--- config.mk ---
export PLATFORM = sky130hd
export DESIGN_NAME = bfa_word_ops
export DESIGN_NICKNAME = d
export VERILOG_FILES = /design/src/bfa_pkg.sv /design/src/bfa_word_ops.sv
export SDC_FILE = /design/constraint.sdc
export NUM_CORES = 1
export LEC_CHECK = 0
export ABC_AREA = 1
export BUFFER_PORTS_ARGS = -buffer_cell sky130_fd_sc_hd__buf_4
export CORE_UTILIZATION = 40
export DETAILED_ROUTE_END_ITERATION = 10
export PLACE_DENSITY = 0.62
export SYNTH_ARGS = -nofsm -noshare
export SYNTH_HDL_FRONTEND = slang
export SYNTH_SLANG_ARGS = --single-unit
export TNS_END_PERCENT = 30
--- constraint.sdc ---
create_clock -name vclk -period 5.4
set_input_delay 1.35 -clock vclk [all_inputs]
set_output_delay 1.35 -clock vclk [all_outputs]
set_load 0.03 [all_outputs]
--- src/bfa_pkg.sv ---
// ----------------------------------------------------------------------------
// bfa_pkg
// Shared constants, codes and types of the bitmap frame allocator.
// ----------------------------------------------------------------------------
package bfa_pkg;

    // Store geometry
    localparam int NUM_BLOCKS = 32768;
    localparam int WORD_BITS  = 32;
    localparam int MAP_WORDS  = NUM_BLOCKS / WORD_BITS;
    localparam int WADDR_W    = $clog2(MAP_WORDS);
    localparam int BIT_W      = $clog2(WORD_BITS);
    localparam int BLK_W      = 15;
    localparam int CNT_W      = 16;
    localparam int LWC_W      = 11;
    localparam int NBITS_W    = BIT_W + 1;
    localparam int CFG_IDX_W  = 2;

    localparam logic [WORD_BITS-1:0] FULL_WORD = '1;

    // Command codes
    localparam logic [1:0] CMD_ALLOC      = 2'd0;
    localparam logic [1:0] CMD_FREE       = 2'd1;
    localparam logic [1:0] CMD_RANGE_FREE = 2'd2;
    localparam logic [1:0] CMD_RANGE_USED = 2'd3;

    // Configuration register indexes
    localparam logic [CFG_IDX_W-1:0] REG_TOTAL_BLOCKS = 2'd0;
    localparam logic [CFG_IDX_W-1:0] REG_LOW_MODE     = 2'd1;
    localparam logic [CFG_IDX_W-1:0] REG_LOW_WORDS    = 2'd2;

    typedef logic [1:0]           cmd_t;
    typedef logic [BLK_W-1:0]     blk_t;
    typedef logic [CNT_W-1:0]     cnt_t;
    typedef logic [WADDR_W-1:0]   waddr_t;
    typedef logic [WORD_BITS-1:0] word_t;
    typedef logic [BIT_W-1:0]     bitpos_t;

    // Word modify operations
    typedef enum logic [1:0] {
        OP_ALLOC,
        OP_SET,
        OP_CLEAR
    } word_op_t;

    typedef struct packed {
        word_op_t op;
        bitpos_t  lo;
        bitpos_t  hi;
    } word_ctl_t;

    typedef struct packed {
        word_t                wdata;
        logic                 hit;
        bitpos_t              bit_idx;
        logic [NBITS_W-1:0]   nbits;
    } word_res_t;

endpackage

--- src/bfa_word_ops.sv ---
// ----------------------------------------------------------------------------
// bfa_word_ops
// Modify one bitmap word: find and set the lowest free bit, or set/clear a
// run of bits, and report how many bits the operation covered.
// ----------------------------------------------------------------------------
module bfa_word_ops (
    input  bfa_pkg::word_t    rdata,
    input  bfa_pkg::word_ctl_t ctl,
    output bfa_pkg::word_res_t res
);
    import bfa_pkg::*;

    logic    zero_found;
    bitpos_t zero_pos;
    word_t   run_mask;
    word_t   lo_mask;
    word_t   hi_mask;

    // Lowest zero bit
    always_comb
    begin
        zero_found = 1'b0;
        zero_pos   = '0;
        for (int i = WORD_BITS - 1; i >= 0; i--)
        begin
            if (!rdata[i])
            begin
                zero_found = 1'b1;
                zero_pos   = BIT_W'(i);
            end
        end
    end

    // Run of bits from lo to hi inclusive
    assign lo_mask  = FULL_WORD << ctl.lo;
    assign hi_mask  = FULL_WORD >> (BIT_W'(WORD_BITS - 1) - ctl.hi);
    assign run_mask = lo_mask & hi_mask;

    // Build modified word
    always_comb
    begin
        res.hit     = zero_found;
        res.bit_idx = zero_pos;
        case (ctl.op)
            OP_ALLOC:
            begin
                res.wdata = rdata | (word_t'(1) << zero_pos);
                res.nbits = NBITS_W'(1);
            end
            OP_SET:
            begin
                res.wdata = rdata | run_mask;
                res.nbits = NBITS_W'(ctl.hi) - NBITS_W'(ctl.lo) + NBITS_W'(1);
            end
            OP_CLEAR:
            begin
                res.wdata = rdata & ~run_mask;
                res.nbits = NBITS_W'(ctl.hi) - NBITS_W'(ctl.lo) + NBITS_W'(1);
            end
            default:
            begin
                res.wdata = rdata;
                res.nbits = '0;
            end
        endcase
    end

endmodule

==> results.toml <==
[floorplan]
initial_core_util_pct = 41.71
io_pins = 88
die_w_um = 83.84
core_area_mm2 = 0.006422
dieArea_mm2 = 0.007028
fp-row-count = 29
die_h_um = 83.84

[global_routing]
gr-usage-all-layers_pct = 32.08
globalRouteOverflowTotal = 0
grt_max_degree = 42
grt_pass1_wl_mm = 18.23
grt_pass1_vias = 3543
grt_antenna_before_repair = 0

[yosys]
synthCells = 539
synth_area_mm2 = 0.002679
synth_nets = 597
yosysSeqAreaShare_pct = 0
syn_area_per_cell_um2 = 4.970
synth_top_cell_by_area = "nand2_1"
netlist.area_leader.share_pct = 17.09
yosysWarnings = 0
synth_cell_type_count = 33
synth.area.top_cells = "nand2_1 (17%), inv_1 (12%), nor2_1 (12%)"

[cells_and_area]
drive_gt1_share_pct = 23.82
n_antenna_cell = 0
filler_cell_count = 699
clkbuf_count = 0
fin_nets = 677
regArea_um2 = 0
n_sequential_cell = 0
mostFrequentLayoutCells = "nand2_1 (118), inv_1 (88), nor2_1 (84), buf_4 (80), a21oi_1 (30)"
final_cell_area_mm2 = 0.003603
syn_to_final_growth_pct = 34.52
final_common_cell = "nand2_1"

[place]
place_hpwl_mm = 9.160
post-place-ws_ns = -0.004488
place_congestion = 0.9467
portBuffers = 88
dpl_cell_area_mm2 = 0.003423

[sta]
fin_ws_ns = 0.05030
finalSetupViolations = 0
fin_crit_ns = 5.350
finalCritPeriodShare_pct = 99.07
rsz0062_at_grt = "true"
slew_headroom_pct = 40.12
hold_viol = 0
slew_viol_final = 0
maxClockFrequency_ghz = 0.1869
tightest_slew_ns = 0.8927

[worst_setup_path]
startpoint = "rdata[30]"
worstPathRequired_ns = 4.05
crit_top_cell = "nand2_1"
crit_path_end = "res[28]"
cpPeakStageDelay_ns = 0.22
cp-start-kind = "input pin"
crit_type = "in2out"
cp_max_fo = 5
crit_slowest_cell = "nand4_1"
cp_data_arrival_time_ns = 4.00
cp-end-kind = "primary output"

[routing]
routed-via-count = 3988
via_per_inst = 5.746
routed_wl_mm = 11.49
drc_errors = 12
drtAntennaViolNets = 0
drtIter0Drc = 333
drtPass1Iterations = 9
routedWlPerCell_um = 16.56

[run_status]
failed_checks = "DRC"
status = "finished with violations"

[worst_hold_path]
hold_path.class = "in2out"

[pwr]
ir_worst_vdd_v = 0.00006196
p_total_mw = 0.3928
p_leak_nw = 1.789
p_per_area_mw_per_mm2 = 109.0

[flow_run]
maxCapViolations = 0
[report_power, final]
part / switching [mW] / internal [mW]
clock: 0 / 0
combinational: 0.246 / 0.146
sequential: 0 / 0
[synth_stat cells (2+ instances only)]
cell type    n
ha_1        13
nor2_1      85
clkbuf_1    18
a211oi_1     7
nand3_1     24
a31oi_1     23
o211ai_1     3
o21ai_1      9
nor3_1       7
nand2_4      3
a21oi_1     35
a22oi_1      6
o21bai_1    16
nand2_1    122
buf_2        4
inv_2        3
o21ai_0     22
nor2_2       4
nor3b_1      3
inv_1       89
a21oi_2     17
nand4_1     10
nor4_1       5
nor2_4       2
[cell type report]
cell class	instances	area, µm²	area share [%]
inverters	93	351.6	9.757
well taps	77	96.34	2.674
multi-input cells	423	2311	64.13
repair buffers	101	844.6	23.44
[routing by layer]
| metal | global-route usage [%] | up-vias | routed length, µm |
|---|---|---|---|
| li1 | - | 1938 | - |
| met1 | 43.49 | 1795 | 4914 |
| met2 | 52.91 | 229 | 5180 |
| met3 | 4.154 | 26 | 1045 |
| met4 | 9.091 | 0 | 350 |
| met5 | 0 | - | 0 |
[kinds of logic after synthesis]
logic type / count (synthesis) / synth area share (%)
and+or+nand+nor: 267 / 43.06
AOI/OAI and AO/OA: 142 / 33.54
buffers and inverters: 116 / 16.58
adders and majority gates: 14 / 6.819
[metrics by stage]
step | setup TNS [ns] | std cells | hold WS, ns | utilization (%)
finish | 0 | 694 | 3.093 | 56.11
floorplan | 0 | 539 | 2.882 | -
global route | -6.778 | 694 | 3.115 | 56.11
global placement | 0 | 692 | 3.101 | 53.30
CTS | 0 | 692 | 3.110 | 53.40
detailed placement | -0.004488 | 692 | 3.095 | 53.30
[worst min-delay path by stage]
stage / cells past startpoint / to / from
final: 4 / res[43] / rdata[31]
after global routing: 4 / res[43] / rdata[31]
after CTS: 4 / res[43] / rdata[31]
after detailed placement: 4 / res[43] / rdata[31]
after global placement: 4 / res[43] / rdata[31]
after floorplan: 2 / res[6] / rdata[0]
[critical path: cells and delay by family]
kind                   cells  cell delay, ns
AND/OR/NAND/NOR           33            2.00
AO/OA/AOI/OAI              2            0.39
buffers and inverters      2            0.24
[timing repair]
item | in CTS | in global routing
cloned | 0 | 0
resized for setup | 3 | 40
hold buffers | 0 | 0
pin swaps | 2 | 13
endpoints found under the setup margin | 2 | 32
setup buffers | 0 | 2
Note: power is estimated with default switching activity, not from simulation.
